**src/rtl/core/cbh_pkg.sv**
```systemverilog
// ---------------------------------------------------------------------------
// cbh_pkg
// Shared constants, types and helper functions for the character bigram
// histogram: symbol decode, pair addressing and controller/datapath links.
// ---------------------------------------------------------------------------
package cbh_pkg;

	// Counter and table geometry
	localparam int COUNT_WIDTH = 32;
	localparam int OUT_WIDTH   = 32;
	localparam int EXT_WIDTH   = (COUNT_WIDTH > OUT_WIDTH) ? COUNT_WIDTH : OUT_WIDTH;
	localparam int SYM_WIDTH   = 6;
	localparam int NUM_SYMBOLS = 36;
	localparam int NUM_PAIRS   = NUM_SYMBOLS * NUM_SYMBOLS;
	localparam int ADDR_WIDTH  = $clog2(NUM_PAIRS);

	// Configuration port
	localparam int CFG_ADDR_WIDTH = 3;
	localparam int CFG_DATA_WIDTH = 32;
	localparam logic [CFG_DATA_WIDTH-1:0] THRESHOLD_RESET = 32'd200000;
	localparam logic REG_THRESHOLD = 1'b0;   // register index, paddr[2]

	// Item opcodes
	localparam logic OP_TEXT  = 1'b0;
	localparam logic OP_QUERY = 1'b1;

	// Controller -> datapath commands
	typedef struct packed {
		logic clr_step;   // zero one table entry of the clearing pass
		logic accept;     // take the input item, launch the table read
		logic update;     // finish the item: write back and/or load result
	} cbh_cmd_t;

	// Datapath -> controller status
	typedef struct packed {
		logic clr_last;   // clearing pass is at its final entry
		logic is_query;   // item in flight is a query
		logic out_free;   // result register can take a new result
	} cbh_stat_t;

	typedef struct packed {
		logic                 valid;
		logic [SYM_WIDTH-1:0] sym;
	} cbh_sym_t;

	// Map a raw byte to a symbol: digits 0-9, letters (either case) 10-35
	function automatic cbh_sym_t sym_decode(input logic [7:0] b);
		cbh_sym_t r;
		logic [7:0] t;
		r = '0;
		t = '0;
		if (b >= 8'h30 && b <= 8'h39) begin
			t       = b - 8'h30;
			r.valid = 1'b1;
		end else if (b >= 8'h61 && b <= 8'h7A) begin
			t       = b - 8'h57;
			r.valid = 1'b1;
		end else if (b >= 8'h41 && b <= 8'h5A) begin
			t       = b - 8'h37;
			r.valid = 1'b1;
		end
		r.sym = t[SYM_WIDTH-1:0];
		return r;
	endfunction

	// Table address first*36 + second, built from shifts
	function automatic logic [ADDR_WIDTH-1:0] pair_addr(input logic [SYM_WIDTH-1:0] a,
	                                                    input logic [SYM_WIDTH-1:0] b);
		return ADDR_WIDTH'({a, 5'b0}) + ADDR_WIDTH'({a, 2'b0}) + ADDR_WIDTH'(b);
	endfunction

endpackage

```
**src/rtl/core/cbh_ctrl.sv**
```systemverilog
// ---------------------------------------------------------------------------
// cbh_ctrl
// Controller: clearing pass after reset, then accept / update per item.
// ---------------------------------------------------------------------------
module cbh_ctrl import cbh_pkg::*; (
	input  logic      clk,
	input  logic      arst_n,
	input  logic      in_valid,
	output logic      in_ready,
	input  cbh_stat_t stat,
	output cbh_cmd_t  cmd
);

	typedef enum logic [2:0] {
		ST_CLEAR  = 3'b001,
		ST_IDLE   = 3'b010,
		ST_UPDATE = 3'b100
	} state_t;

	state_t state_q, state_nxt;
	logic   stall;

	// A query waits in update until the result register is free
	assign stall = stat.is_query && !stat.out_free;

	always_comb begin
		cmd          = '0;
		in_ready     = 1'b0;
		state_nxt    = state_q;
		unique case (state_q)
			ST_CLEAR: begin
				cmd.clr_step = 1'b1;
				if (stat.clr_last) state_nxt = ST_IDLE;
			end
			ST_IDLE: begin
				in_ready   = 1'b1;
				cmd.accept = in_valid;
				if (in_valid) state_nxt = ST_UPDATE;
			end
			ST_UPDATE: begin
				cmd.update = !stall;
				if (!stall) state_nxt = ST_IDLE;
			end
			default: state_nxt = ST_CLEAR;
		endcase
	end

	always_ff @(posedge clk or negedge arst_n) begin
		if (!arst_n) begin
			state_q <= ST_CLEAR;
		end else begin
			state_q <= state_nxt;
		end
	end

endmodule

```
**config.mk**
```make
export PLATFORM = sky130hd
export DESIGN_NAME = cbh_ctrl
export DESIGN_NICKNAME = d
export VERILOG_FILES = /design/src/rtl/core/cbh_pkg.sv /design/src/rtl/core/cbh_ctrl.sv
export SDC_FILE = /design/constraint.sdc
export NUM_CORES = 1
export LEC_CHECK = 0
export ABC_AREA = 0
export BUFFER_PORTS_ARGS = -buffer_cell sky130_fd_sc_hd__buf_2
export CAP_MARGIN = 20
export CELL_PAD_IN_SITES_DETAIL_PLACEMENT = 1
export CELL_PAD_IN_SITES_GLOBAL_PLACEMENT = 2
export CORE_AREA = 2 2 39 41
export CTS_BUF_LIST = sky130_fd_sc_hd__clkbuf_2
export DETAILED_ROUTE_END_ITERATION = 6
export DIE_AREA = 0 0 41 43
export PLACE_DENSITY_LB_ADDON = 0.1
export SYNTH_ARGS = -nofsm -noshare
export SYNTH_HDL_FRONTEND = slang
export SYNTH_SLANG_ARGS = --single-unit
```
**constraint.sdc**
```tcl
create_clock -name clk -period 3.1 [get_ports clk]
set_clock_uncertainty 0.05 [all_clocks]
set_input_delay 0.93 -clock clk [delete_from_list [all_inputs] [get_ports clk]]
set_output_delay 0.93 -clock clk [all_outputs]
set_load 0.05 [all_outputs]
```
Word level (Yosys, flattened, before mapping)

Cells that the tools add are included.

Flip-flop bits (word level): 3
Input bits: 6
Output and inout port bits: 4
Logic and storage cells: 19

Equality and inequality tests: 6
Multiplexer cells: 8
Reductions and logical operators: 4

Operators with widths:

| cell                                                                   | count |
|---|---|
| 3-bit two-way mux                                                      | 3 |
| 3-bit case mux with 3 select lines                                     | 1 |
| 2-bit != test (second input constant)                                  | 3 |
| 1-bit two-way mux                                                      | 4 |
| 3-bit by 1-bit equality test with 1-bit output (second input constant) | 1 |
| 3-bit by 2-bit equality test with 1-bit output (second input constant) | 1 |
| 3-bit equality test (second input constant)                            | 1 |
| 3-bit AND reduction                                                    | 1 |
| 1-bit zero test                                                        | 2 |
| 1-bit logical AND                                                      | 1 |

Depth between registers and ports, before layout

Gate-level depths: netlist (run 1).

Word-level depth: 4
Depth in mapped cells: 3
Mapped depth without buffers: 3

Worst setup path before layout (run 1)

OpenSTA, ideal clock, no wires.

Kind: register to output
Start: register state_q[0]
End: output cmd[1] (netlist name)
Arrival time: 1.730 ns
Data required time: 2.120 ns
Slack: 0.390 ns
Stages on the path, launching flop included: 4
Path buffers: 0
Path through: dfstp_2 nand2b_1 nor2_1 and2_1

RTL lines:

| element                | RTL line       | RTL |
|---|---|---|
| from (decl)            | cbh_ctrl.sv:20 | `state_t state_q, state_nxt;` |
| from (signal assigned) | cbh_ctrl.sv:52 | `state_q <= state_nxt;` |
| to (decl)              | cbh_ctrl.sv:11 | `output cbh_cmd_t cmd` |

==> run_summary.xml, run 1 <==
<?xml version="1.0" encoding="UTF-8"?>
<metrics>
  <group name="layout">
    <metric name="layout-drive-gt1-share" unit="%">46.88</metric>
    <metric name="largest_register_ffs" unit="">3</metric>
    <metric name="final_layout_fill_cell_count" unit="">173</metric>
    <metric name="final_area" unit="sq um">251.5</metric>
    <metric name="antenna-diode-count" unit="">0</metric>
    <metric name="nNetsFinal" unit="">39</metric>
    <metric name="top_register" unit="">state_q</metric>
    <metric name="area_growth" unit="%">51.13</metric>
    <metric name="reg_top3" unit="">state_q: 3 flops</metric>
  </group>
  <group name="global_route">
    <metric name="grt_pass1_vias" unit="">215</metric>
    <metric name="grt_use_total" unit="%">6.432</metric>
    <metric name="grt_max_degree" unit="">7</metric>
    <metric name="grt_antenna_before_repair" unit="">0</metric>
    <metric name="wire_length_of_the_first_global_routing_pass" unit="um">724</metric>
    <metric name="global_route.overflow_total" unit="">0</metric>
  </group>
  <group name="clocking">
    <metric name="numClockSinks" unit="">3</metric>
    <metric name="clk_path_buf_depth" unit="">2</metric>
    <metric name="clkSlewWorstSetupHoldPaths" unit="ps">40</metric>
    <metric name="count_of_hold_buffers_inserted_by_post_cts_repair" unit="">0</metric>
    <metric name="ctsHtreeMaxLevel" unit="">1</metric>
    <metric name="clock-root-buffer" unit="">sky130_fd_sc_hd__clkbuf_2</metric>
    <metric name="post_cts_resized" unit="">0</metric>
    <metric name="postCtsSetupBuffers" unit="">0</metric>
    <metric name="tritoncts_clock_tree" unit="">done</metric>
    <metric name="clock_latency" unit="ps">200</metric>
    <metric name="cts_made_buffers" unit="">3</metric>
  </group>
  <group name="routing">
    <metric name="detail_route.first_pass.iterations" unit="">2</metric>
    <metric name="detailroute.via_count" unit="">177</metric>
    <metric name="wirelength" unit="um">445</metric>
    <metric name="drt_iter0_markers" unit="">2</metric>
    <metric name="drt_drc" unit="">0</metric>
    <metric name="drt-wirelength-per-cell" unit="um">9.271</metric>
    <metric name="via_per_inst" unit="">3.688</metric>
    <metric name="ant_nets" unit="">0</metric>
  </group>
  <group name="power_and_ir_drop">
    <metric name="p_leak" unit="nW">0.1366</metric>
    <metric name="power_report.internal_total" unit="uW">131.3</metric>
    <metric name="combPwrFrac" unit="%">49.1</metric>
    <metric name="switching_share" unit="%">49.17</metric>
    <metric name="share_seq_of_total_power" unit="%">30.0</metric>
    <metric name="ir_worst_vdd" unit="mV">0.2714</metric>
    <metric name="totalPowerFinal" unit="uW">258.4</metric>
    <metric name="power_density" unit="mW/mm^2">1027</metric>
    <metric name="p_switching" unit="uW">127.1</metric>
    <metric name="pwr-share-clk" unit="%">20.9</metric>
  </group>
  <group name="sta">
    <metric name="post-route-period-util" unit="%">81.30</metric>
    <metric name="layout_min_cycle_time" unit="ps">2520</metric>
    <metric name="rsz0062_at_grt" unit="">no</metric>
    <metric name="slew_headroom" unit="%">83.30</metric>
    <metric name="max_freq" unit="GHz">0.3968</metric>
    <metric name="transition_time_of_the_tightest_slew_check_pin" unit="ps">252.3</metric>
    <metric name="fin_tns_setup" unit="ps">0</metric>
    <metric name="finalSetupViolations" unit="">0</metric>
    <metric name="post-route-worst-setup-slack" unit="ps">579.6</metric>
    <metric name="timing.final.max_slew_violations" unit="">0</metric>
    <metric name="final_hold_viol_count" unit="">0</metric>
  </group>
  <group name="placed_design">
    <metric name="placement.setup.worst_slack" unit="ps">570.1</metric>
    <metric name="dpl_cell_area" unit="sq um">231.5</metric>
    <metric name="final_wtd_congestion" unit="">0.6659</metric>
    <metric name="numPortBuffers" unit="">9</metric>
  </group>
  <group name="job">
    <metric name="max_cap_viol_count" unit="">0</metric>
  </group>
  <group name="floorplan">
    <metric name="die_width" unit="um">41</metric>
    <metric name="fp.dieH" unit="um">43</metric>
    <metric name="initial_core_util" unit="%">12.03</metric>
    <metric name="std_cell_rows" unit="">14</metric>
    <metric name="design.portCount" unit="">10</metric>
    <metric name="fp.dieArea" unit="sq mm">0.001763</metric>
    <metric name="core-area" unit="sq mm">0.001384</metric>
  </group>
  <group name="critical_path">
    <metric name="startpoint_type" unit="">input pin</metric>
    <metric name="timing.setup.critical_path_class" unit="">input pin to output pin</metric>
    <metric name="timing.critical_path.to_type" unit="">output pin</metric>
    <metric name="cell_by_cell_listing_of_the_critical_path" unit="">buf_2 &gt; nand2b_1 &gt; and3_1 &gt; buf_2</metric>
    <metric name="critical_path.max_stage_delay" unit="ps">210</metric>
    <metric name="timing.critical_path.fanout_max" unit="">2</metric>
    <metric name="crit_path_top_delay_cell" unit="">sky130_fd_sc_hd__buf_2</metric>
    <metric name="cp.arrival" unit="ps">1540</metric>
    <metric name="worst_ep_required_time" unit="ps">2120</metric>
    <metric name="timing.critical_path.mode_cell" unit="">sky130_fd_sc_hd__buf_2</metric>
  </group>
  <group name="logic_synthesis">
    <metric name="leading_post_synthesis_cells_by_cell_area" unit="">sky130_fd_sc_hd__dfrtp_1, sky130_fd_sc_hd__dfstp_2, sky130_fd_sc_hd__nand2b_1</metric>
    <metric name="synth.net_count" unit="">25</metric>
    <metric name="post_synth_inst_count" unit="">19</metric>
    <metric name="synth_top_area_share" unit="%">30.08</metric>
    <metric name="synthesis.area_per_instance" unit="sq um">8.758</metric>
    <metric name="yosys.area.top_type" unit="">sky130_fd_sc_hd__dfrtp_1</metric>
    <metric name="ys_types" unit="">14</metric>
    <metric name="syn_area" unit="sq um">166.4</metric>
    <metric name="yosys_warnings" unit="">0</metric>
    <metric name="register_bit_count_reported_by_yosys" unit="">3</metric>
    <metric name="synth-seq-area-share" unit="%">45.86</metric>
  </group>
  <group name="min_path">
    <metric name="hold_class" unit="">input pin to asynchronous set/reset pin</metric>
  </group>
  <group name="run_status">
    <metric name="status" unit="">completed</metric>
  </group>
</metrics>
==> layout by cell type, fill, tap and decap left out <==
master	instances
sky130_fd_sc_hd__a21o_1	1
sky130_fd_sc_hd__a21oi_1	1
sky130_fd_sc_hd__and2_1	1
sky130_fd_sc_hd__and3_1	1
sky130_fd_sc_hd__buf_2	9
sky130_fd_sc_hd__clkbuf_2	4
sky130_fd_sc_hd__dfrtp_1	2
sky130_fd_sc_hd__dfstp_2	1
sky130_fd_sc_hd__inv_2	1
sky130_fd_sc_hd__nand2b_1	2
sky130_fd_sc_hd__nand3_1	2
sky130_fd_sc_hd__nand3b_1	1
sky130_fd_sc_hd__nor2_1	2
sky130_fd_sc_hd__nor3b_1	1
sky130_fd_sc_hd__o21ai_0	2
sky130_fd_sc_hd__or3_1	1
==> worst paths after layout <==
kind | from | to | cells past startpoint | slack [ps]
max | stat[0] | cmd[0] | 4 | 580
min | arst_n | state_q[2]$_DFFE_PN0P_ | 1 | 460
max reg2reg | state_q[0]$_DFFE_PN1P_ | state_q[1]$_DFFE_PN0P_ | 3 | 1970
min reg2reg | state_q[0]$_DFFE_PN1P_ | state_q[2]$_DFFE_PN0P_ | 1 | 480
max in group asynchronous | arst_n | state_q[0]$_DFFE_PN1P_ | 1 | 2340
min in group clk | state_q[0]$_DFFE_PN1P_ | state_q[2]$_DFFE_PN0P_ | 1 | 480
==> cells in the mapped netlist <==
cell type	n
sky130_fd_sc_hd__dfrtp_1	2
sky130_fd_sc_hd__nand2b_1	2
sky130_fd_sc_hd__nand3_1	2
sky130_fd_sc_hd__nor2_1	2
sky130_fd_sc_hd__o21ai_0	2
sky130_fd_sc_hd__a21o_1	1
sky130_fd_sc_hd__a21oi_1	1
sky130_fd_sc_hd__and2_1	1
sky130_fd_sc_hd__and3_1	1
sky130_fd_sc_hd__dfstp_2	1
sky130_fd_sc_hd__inv_2	1
sky130_fd_sc_hd__nand3b_1	1
sky130_fd_sc_hd__nor3b_1	1
sky130_fd_sc_hd__or3_1	1
==> logic make-up after synthesis <==
logic type / synth area share [%]
AO/OA/AOI/OAI: 13.53
buffers and inverters: 2.253
flip-flops: 45.87
AND/OR/NAND/NOR: 38.36
==> per-layer routing <==
| layer | vias to the layer above | wire (um) | track usage [%] |
|---|---|---|---|
| met3 | 0 | 36 | 3.141 |
| met1 | 81 | 179 | 5.161 |
| li1 | 91 | - | - |
| met4 | 0 | 0 | 6.000 |
| met5 | - | 0 | 0 |
| met2 | 5 | 228 | 10.31 |
==> final cells by class <==
cell class	instances	area (sq um)	share of cell area, %
Clock buffer	4	20.02	7.960
Inverter	1	3.754	1.493
Tap cell	16	20.02	7.960
Timing Repair Buffer	9	45.04	17.91
Multi-Input combinational cell	15	86.33	34.33
Sequential cell	3	76.32	30.35
==> worst max-delay path, delay by kind of cell <==
| family | cells | cell delay, ps |
|---|---|---|
| AND/OR/NAND/NOR | 2 | 310 |
| buffers and inverters | 2 | 300 |
==> power groups by stage <==
stage / registers, mW / clock network (mW) / logic, mW
floorplan: 0.0729 / 0 / 0.101
global placement: 0.0794 / 0 / 0.130
detailed placement: 0.0776 / 0 / 0.129
CTS: 0.0772 / 0.0584 / 0.130
global route: 0.0797 / 0.0610 / 0.138
finish: 0.0775 / 0.0541 / 0.127
==> metrics by stage <==
stage                     util [%]  cells  hold slack (ps)
after floorplan                  -     19            444.9
after global placement       16.73     44            492.2
after detailed placement     16.73     44            483.1
after CTS                    18.17     48            445.6
after global routing         18.17     48            441.2
final                        18.17     48            462.6
Power figures use the tool's default switching activity.
==> run 2, diff against run 1 <==
- ABC_AREA: 0 -> 1
- clock period: 3.1 -> 2.4 ns (I/O delays scaled with it)
==> run_summary.xml, run 2 <==
<?xml version="1.0" encoding="UTF-8"?>
<metrics>
  <group name="run_status">
    <metric name="status" unit="">completed</metric>
  </group>
  <group name="layout">
    <metric name="final_layout_fill_cell_count" unit="">171</metric>
    <metric name="reg_top3" unit="">state_q: 3 flops</metric>
    <metric name="area_used_by_multi_input_combinational_logic" unit="sq um">76.32</metric>
    <metric name="ff_latch_area" unit="sq um">76.32</metric>
    <metric name="layout_common_cells" unit="">sky130_fd_sc_hd__buf_2, sky130_fd_sc_hd__inv_1, sky130_fd_sc_hd__nor2_1, sky130_fd_sc_hd__clkbuf_2, sky130_fd_sc_hd__nand2_1</metric>
    <metric name="layout-drive-gt1-share" unit="%">45.00</metric>
    <metric name="antenna-diode-count" unit="">0</metric>
    <metric name="area_growth" unit="%">46.58</metric>
    <metric name="nNetsFinal" unit="">47</metric>
    <metric name="largest_register_ffs" unit="">3</metric>
    <metric name="top_register" unit="">state_q</metric>
    <metric name="layout_commonest_cell" unit="">sky130_fd_sc_hd__buf_2</metric>
  </group>
  <group name="logic_synthesis">
    <metric name="synth-xor-area-share" unit="%">0</metric>
    <metric name="leading_post_synthesis_cells_by_cell_area" unit="">sky130_fd_sc_hd__dfrtp_1, sky130_fd_sc_hd__dfstp_2, sky130_fd_sc_hd__inv_1</metric>
    <metric name="register_bit_count_reported_by_yosys" unit="">3</metric>
    <metric name="synth-seq-area-share" unit="%">41.78</metric>
    <metric name="synthesis.area_per_instance" unit="sq um">6.766</metric>
    <metric name="synthMuxAreaShare" unit="%">0</metric>
    <metric name="yosys.area.top_type" unit="">sky130_fd_sc_hd__dfrtp_1</metric>
    <metric name="post_synth_edffs" unit="">0</metric>
    <metric name="ys.flop_type" unit="">sky130_fd_sc_hd__dfrtp_1</metric>
    <metric name="post_synth_inst_count" unit="">27</metric>
    <metric name="synth.net_count" unit="">33</metric>
    <metric name="synth-async-reset-ratio" unit="%">100.0</metric>
    <metric name="ys_top_cells_by_count" unit="">sky130_fd_sc_hd__inv_1, sky130_fd_sc_hd__nor2_1, sky130_fd_sc_hd__nand2_1</metric>
    <metric name="area_fraction_in_compound_gates_after_synthesis" unit="%">5.479</metric>
    <metric name="synth_top_area_share" unit="%">27.40</metric>
    <metric name="synth_top_family_by_area" unit="">simple AND/OR/NAND/NOR gates</metric>
    <metric name="synth_simple_gate_area_share" unit="%">36.30</metric>
    <metric name="syn_area" unit="sq um">182.7</metric>
    <metric name="ys_types" unit="">11</metric>
    <metric name="yosys.area_share.adder" unit="%">0</metric>
    <metric name="yosys_warnings" unit="">0</metric>
  </group>
  <group name="clocking">
    <metric name="clkSlewWorstSetupHoldPaths" unit="ps">50</metric>
    <metric name="tritoncts_clock_tree" unit="">done</metric>
    <metric name="cts_made_buffers" unit="">3</metric>
    <metric name="numClockSinks" unit="">3</metric>
    <metric name="clock-root-buffer" unit="">sky130_fd_sc_hd__clkbuf_2</metric>
    <metric name="post_cts_resized" unit="">0</metric>
    <metric name="count_of_hold_buffers_inserted_by_post_cts_repair" unit="">0</metric>
    <metric name="clock_latency" unit="ps">210</metric>
    <metric name="ctsHtreeMaxLevel" unit="">1</metric>
    <metric name="postCtsSetupBuffers" unit="">0</metric>
    <metric name="clk_path_buf_depth" unit="">2</metric>
  </group>
  <group name="placed_design">
    <metric name="numPortBuffers" unit="">9</metric>
    <metric name="hpwlAfterDp" unit="um">381.5</metric>
    <metric name="placement.setup.worst_slack" unit="ps">371.7</metric>
    <metric name="final_wtd_congestion" unit="">0.6624</metric>
  </group>
  <group name="global_route">
    <metric name="grt_antenna_before_repair" unit="">0</metric>
    <metric name="gr-usage-met2" unit="%">10.00</metric>
    <metric name="global_route.overflow_total" unit="">0</metric>
    <metric name="groute.layer.met3.usage" unit="%">1.571</metric>
    <metric name="wire_length_of_the_first_global_routing_pass" unit="um">717</metric>
    <metric name="grt.busiest_layer" unit="">met2</metric>
    <metric name="grt_max_degree" unit="">5</metric>
    <metric name="grt_pass1_vias" unit="">214</metric>
    <metric name="grt_use_total" unit="%">6.533</metric>
    <metric name="met1_usage" unit="%">5.806</metric>
  </group>
  <group name="sta">
    <metric name="finalSetupViolations" unit="">0</metric>
    <metric name="post-route-worst-setup-slack" unit="ps">384.3</metric>
    <metric name="layout_min_cycle_time" unit="ps">2016</metric>
    <metric name="hold_ws" unit="ps">243.9</metric>
    <metric name="rsz0062_at_grt" unit="">no</metric>
    <metric name="transition_time_of_the_tightest_slew_check_pin" unit="ps">249.1</metric>
    <metric name="post-route-period-util" unit="%">83.99</metric>
    <metric name="timing.final.max_slew_violations" unit="">0</metric>
    <metric name="final_hold_viol_count" unit="">0</metric>
    <metric name="slew_headroom" unit="%">83.51</metric>
    <metric name="fin_tns_setup" unit="ps">0</metric>
    <metric name="max_freq" unit="GHz">0.4961</metric>
  </group>
  <group name="floorplan">
    <metric name="std_cell_rows" unit="">14</metric>
    <metric name="die_width" unit="um">41</metric>
    <metric name="fp.dieArea" unit="sq mm">0.001763</metric>
    <metric name="design.portCount" unit="">10</metric>
    <metric name="core-area" unit="sq mm">0.001384</metric>
    <metric name="fp.dieH" unit="um">43</metric>
    <metric name="initial_core_util" unit="%">13.20</metric>
  </group>
  <group name="power_and_ir_drop">
    <metric name="power_density" unit="mW/mm^2">1352</metric>
    <metric name="share_seq_of_total_power" unit="%">27.2</metric>
    <metric name="power_report.internal_total" unit="uW">171.6</metric>
    <metric name="switching_share" unit="%">52.59</metric>
    <metric name="p_switching" unit="uW">190.3</metric>
    <metric name="pwr-share-clk" unit="%">19.9</metric>
    <metric name="p_leak" unit="nW">0.1713</metric>
    <metric name="ir_worst_vdd" unit="mV">0.3309</metric>
    <metric name="combPwrFrac" unit="%">52.8</metric>
  </group>
  <group name="critical_path">
    <metric name="critical_path.max_stage_delay" unit="ps">260</metric>
    <metric name="cp_depth" unit="">5</metric>
    <metric name="worst-path-buf-inv" unit="">3</metric>
    <metric name="timing.critical_path.to_type" unit="">output pin</metric>
    <metric name="timing.setup.critical_path_class" unit="">input pin to output pin</metric>
    <metric name="crit_path_top_delay_cell" unit="">sky130_fd_sc_hd__buf_2</metric>
    <metric name="startpoint_type" unit="">input pin</metric>
    <metric name="r2r.worst_path.cells" unit="">5</metric>
    <metric name="cp.arrival" unit="ps">1250</metric>
    <metric name="cp_top_family" unit="">buffers and inverters</metric>
    <metric name="cell_by_cell_listing_of_the_critical_path" unit="">buf_2 &gt; inv_1 &gt; nor2_1 &gt; nor2_1 &gt; buf_2</metric>
    <metric name="worst_ep_required_time" unit="ps">1630</metric>
    <metric name="timing.critical_path.fanout_max" unit="">2</metric>
  </group>
  <group name="routing">
    <metric name="wirelength" unit="um">462</metric>
    <metric name="drt_drc" unit="">0</metric>
    <metric name="detailroute.via_count" unit="">202</metric>
    <metric name="drt_iter0_markers" unit="">0</metric>
    <metric name="drt-wirelength-per-cell" unit="um">8.250</metric>
    <metric name="ant_nets" unit="">0</metric>
    <metric name="via_per_inst" unit="">3.607</metric>
    <metric name="detail_route.first_pass.iterations" unit="">1</metric>
  </group>
  <group name="min_path">
    <metric name="hold_class" unit="">input pin to asynchronous set/reset pin</metric>
  </group>
  <group name="job">
    <metric name="max_cap_viol_count" unit="">0</metric>
  </group>
</metrics>
[run 2: changes by cell type after synthesis, sizes merged, moves of 2 or more]
cell	before	now
nor2	2	7
nand2b	2	0
nand2	0	3
inv	1	8
[run 2: logic make-up (layout without fill, tap and decap cells)]
family	after synthesis	count (layout)
simple gates	14	14
buf+inv	8	21
flops	3	3
compound gates	2	2
[run 2: metrics by stage]
| stage | total power, mW | cells | util, % | area, sq um |
|---|---|---|---|---|
| 2_1_floorplan | 0.2491 | 27 | - | 182.7 |
| 3_3_place_gp | 0.2943 | 52 | 17.90 | 247.7 |
| 3_5_place_dp | 0.2952 | 52 | 17.90 | 247.7 |
| 4_1_cts | 0.3708 | 56 | 19.35 | 267.8 |
| 5_1_grt | 0.3873 | 56 | 19.35 | 267.8 |
| 6_report | 0.3619 | 56 | 19.35 | 267.8 |
[run 2: worst register-to-register path: cells and delay by family (launching register included)]
kind	cells	cell delay, ps
DFF	1	550
and+or+nand+nor	5	350
[run 2: layout make-up]
class	count	share of cell area, %
tap	16	7.477
timing repair buffer	9	16.82
inverter	8	11.21
clock buffer	4	7.477
multi-input combinational	16	28.50
sequential	3	28.50
[run 2: power by group through the flow]
| stage | Clock [mW] | Combinational, mW | Sequential [mW] |
|---|---|---|---|
| global placement | 0 | 0.195 | 0.0994 |
| finish | 0.0721 | 0.191 | 0.0985 |
| global route | 0.0766 | 0.209 | 0.102 |
| detailed placement | 0 | 0.195 | 0.0999 |
| CTS | 0.0760 | 0.196 | 0.0989 |
| floorplan | 0 | 0.153 | 0.0957 |
[run 2: final timing paths]
check                      slack [ps]                    from                     end
hold reg to reg                   510  state_q[0]$_DFFE_PN1P_  state_q[0]$_DFFE_PN1P_
setup reg to reg                 1330  state_q[0]$_DFFE_PN1P_  state_q[1]$_DFFE_PN0P_
setup / recovery                  380                 stat[1]                  cmd[0]
hold / removal                    240                  arst_n  state_q[2]$_DFFE_PN0P_
max in group asynchronous        1850                  arst_n  state_q[0]$_DFFE_PN1P_
min in group clk                  510  state_q[0]$_DFFE_PN1P_  state_q[0]$_DFFE_PN1P_
[run 2: metal layers]
layer / routed length, um / up-vias
li1: - / 106
met1: 176 / 91
met2: 257 / 5
met3: 28 / 0
met4: 0 / 0
met5: 0 / -
==> run 3, diff against run 2 <==
- clock period: 2.4 -> 2.1 ns (I/O delays scaled with it)
==> run_summary.xml, run 3 (synthesis results as in run 2) <==
<?xml version="1.0" encoding="UTF-8"?>
<metrics>
  <group name="routing">
    <metric name="via_per_inst" unit="">3.750</metric>
    <metric name="drt_iter0_markers" unit="">2</metric>
    <metric name="detail_route.first_pass.iterations" unit="">2</metric>
    <metric name="drt_drc" unit="">0</metric>
    <metric name="drt-wirelength-per-cell" unit="um">8.589</metric>
    <metric name="wirelength" unit="um">481</metric>
    <metric name="ant_nets" unit="">0</metric>
    <metric name="detailroute.via_count" unit="">210</metric>
  </group>
  <group name="floorplan">
    <metric name="fp.dieH" unit="um">43</metric>
    <metric name="design.portCount" unit="">10</metric>
    <metric name="std_cell_rows" unit="">14</metric>
    <metric name="fp.dieArea" unit="sq mm">0.001763</metric>
    <metric name="core-area" unit="sq mm">0.001384</metric>
    <metric name="die_width" unit="um">41</metric>
    <metric name="initial_core_util" unit="%">13.20</metric>
  </group>
  <group name="power_and_ir_drop">
    <metric name="ir_worst_vdd" unit="mV">0.4158</metric>
    <metric name="totalPowerFinal" unit="uW">415.4</metric>
    <metric name="p_leak" unit="nW">0.1713</metric>
    <metric name="pwr-share-clk" unit="%">19.8</metric>
    <metric name="power_density" unit="mW/mm^2">1551</metric>
    <metric name="power_report.internal_total" unit="uW">196.1</metric>
    <metric name="switching_share" unit="%">52.78</metric>
    <metric name="combPwrFrac" unit="%">53.0</metric>
    <metric name="share_seq_of_total_power" unit="%">27.2</metric>
    <metric name="p_switching" unit="uW">219.2</metric>
  </group>
  <group name="global_route">
    <metric name="grt_max_degree" unit="">5</metric>
    <metric name="grt_use_total" unit="%">7.746</metric>
    <metric name="grt_pass1_vias" unit="">215</metric>
    <metric name="wire_length_of_the_first_global_routing_pass" unit="um">800</metric>
    <metric name="grt_antenna_before_repair" unit="">0</metric>
    <metric name="global_route.overflow_total" unit="">0</metric>
  </group>
  <group name="sta">
    <metric name="final_hold_viol_count" unit="">0</metric>
    <metric name="fin_tns_setup" unit="ps">0</metric>
    <metric name="post-route-period-util" unit="%">87.75</metric>
    <metric name="max_freq" unit="GHz">0.5427</metric>
    <metric name="rsz0062_at_grt" unit="">no</metric>
    <metric name="transition_time_of_the_tightest_slew_check_pin" unit="ps">252.8</metric>
    <metric name="layout_min_cycle_time" unit="ps">1843</metric>
    <metric name="finalSetupViolations" unit="">0</metric>
    <metric name="slew_headroom" unit="%">83.26</metric>
    <metric name="timing.final.max_slew_violations" unit="">0</metric>
    <metric name="post-route-worst-setup-slack" unit="ps">257.2</metric>
  </group>
  <group name="critical_path">
    <metric name="critical_path.max_stage_delay" unit="ps">550</metric>
    <metric name="register_to_register_path_setup_slack" unit="ps">1030</metric>
    <metric name="crit_path_top_delay_cell" unit="">sky130_fd_sc_hd__dfstp_2</metric>
    <metric name="crit-reg2reg-capture" unit="">state_q[1]$_DFFE_PN0P_</metric>
    <metric name="worst_ep_required_time" unit="ps">1420</metric>
    <metric name="timing.setup.critical_path_class" unit="">flip-flop to output pin</metric>
    <metric name="startpoint_type" unit="">flip-flop</metric>
    <metric name="timing.critical_path.to_type" unit="">output pin</metric>
    <metric name="rr_startpoint" unit="">state_q[0]$_DFFE_PN1P_</metric>
    <metric name="cp.arrival" unit="ps">1160</metric>
    <metric name="setup.worst_path.start" unit="">state_q[0]$_DFFE_PN1P_</metric>
    <metric name="cell_by_cell_listing_of_the_critical_path" unit="">inv_1 &gt; nand3_2 &gt; nor2_1 &gt; buf_2</metric>
    <metric name="timing.critical_path.fanout_max" unit="">4</metric>
    <metric name="r2r.worst_path.cells" unit="">5</metric>
  </group>
  <group name="clocking">
    <metric name="clkSlewWorstSetupHoldPaths" unit="ps">50</metric>
    <metric name="postCtsSetupBuffers" unit="">0</metric>
    <metric name="clock-root-buffer" unit="">sky130_fd_sc_hd__clkbuf_2</metric>
    <metric name="count_of_hold_buffers_inserted_by_post_cts_repair" unit="">0</metric>
    <metric name="tritoncts_clock_tree" unit="">done</metric>
    <metric name="clk_path_buf_depth" unit="">2</metric>
    <metric name="cts_made_buffers" unit="">3</metric>
    <metric name="post_cts_resized" unit="">0</metric>
    <metric name="numClockSinks" unit="">3</metric>
    <metric name="clock_latency" unit="ps">210</metric>
    <metric name="ctsHtreeMaxLevel" unit="">1</metric>
  </group>
  <group name="layout">
    <metric name="utilization" unit="%">19.35</metric>
    <metric name="layout_commonest_cell" unit="">sky130_fd_sc_hd__buf_2</metric>
    <metric name="top_register" unit="">state_q</metric>
    <metric name="antenna-diode-count" unit="">0</metric>
    <metric name="layout_common_cells" unit="">sky130_fd_sc_hd__buf_2, sky130_fd_sc_hd__inv_1, sky130_fd_sc_hd__nor2_1, sky130_fd_sc_hd__clkbuf_2, sky130_fd_sc_hd__nand2_1</metric>
    <metric name="layout-drive-gt1-share" unit="%">45.00</metric>
    <metric name="largest_register_ffs" unit="">3</metric>
    <metric name="reg_top3" unit="">state_q: 3 flops</metric>
    <metric name="nNetsFinal" unit="">47</metric>
    <metric name="final_layout_fill_cell_count" unit="">185</metric>
    <metric name="area_growth" unit="%">46.58</metric>
  </group>
  <group name="placed_design">
    <metric name="hpwlAfterDp" unit="um">415.3</metric>
    <metric name="placement.setup.worst_slack" unit="ps">251.9</metric>
    <metric name="numPortBuffers" unit="">9</metric>
    <metric name="final_wtd_congestion" unit="">0.6656</metric>
  </group>
  <group name="job">
    <metric name="max_cap_viol_count" unit="">0</metric>
  </group>
  <group name="min_path">
    <metric name="hold_class" unit="">input pin to asynchronous set/reset pin</metric>
  </group>
  <group name="run_status">
    <metric name="status" unit="">completed</metric>
  </group>
</metrics>
run 3: per-stage QoR:
| step | area (sq um) | instances | hold WS [ps] |
|---|---|---|---|
| global placement | 247.7 | 52 | 373.0 |
| global route | 267.8 | 56 | 131.2 |
| finish | 267.8 | 56 | 150.3 |
| detailed placement | 247.7 | 52 | 377.0 |
| floorplan | 182.7 | 27 | 284.4 |
| CTS | 267.8 | 56 | 140.8 |
run 3: worst max-delay path by stage:
stage                   to  depth (start not counted)
finish              cmd[1]                          4
global route        cmd[0]                          4
CTS                 cmd[0]                          4
detailed placement  cmd[0]                          5
global placement    cmd[0]                          5
floorplan           cmd[0]                          3
run 3: routing by layer:
metal | vias up | global-route usage (%) | share of wire, %
li1 | 106 | - | -
met1 | 99 | 7.443 | 38
met2 | 5 | 10.31 | 57
met3 | 0 | 3.141 | 4.6
met4 | 0 | 10.00 | 0
met5 | - | 0 | 0
run 3: power groups by stage:
| stage | logic (mW) | clock network (mW) | registers (mW) |
|---|---|---|---|
| 2_1_floorplan | 0.175 | 0 | 0.109 |
| 6_report | 0.220 | 0.0821 | 0.113 |
| 3_5_place_dp | 0.224 | 0 | 0.116 |
| 3_3_place_gp | 0.223 | 0 | 0.114 |
| 4_1_cts | 0.225 | 0.0865 | 0.114 |
| 5_1_grt | 0.240 | 0.0902 | 0.120 |
run 3: cell type report:
class                      count  area, sq um  area share (%)
tap                           16        20.02           7.477
inverter                       8        30.03           11.21
sequential                     3        76.32           28.50
clock buffer                   4        20.02           7.477
multi-input combinational     16        76.32           28.50
timing repair buffer           9        45.04           16.82
run 3: worst max-delay path: cells and delay by family, from the launching register on:
family	cells	cell delay (ps)
buffers and inverters	2	250
AND/OR/NAND/NOR	2	160
flip-flops	1	550
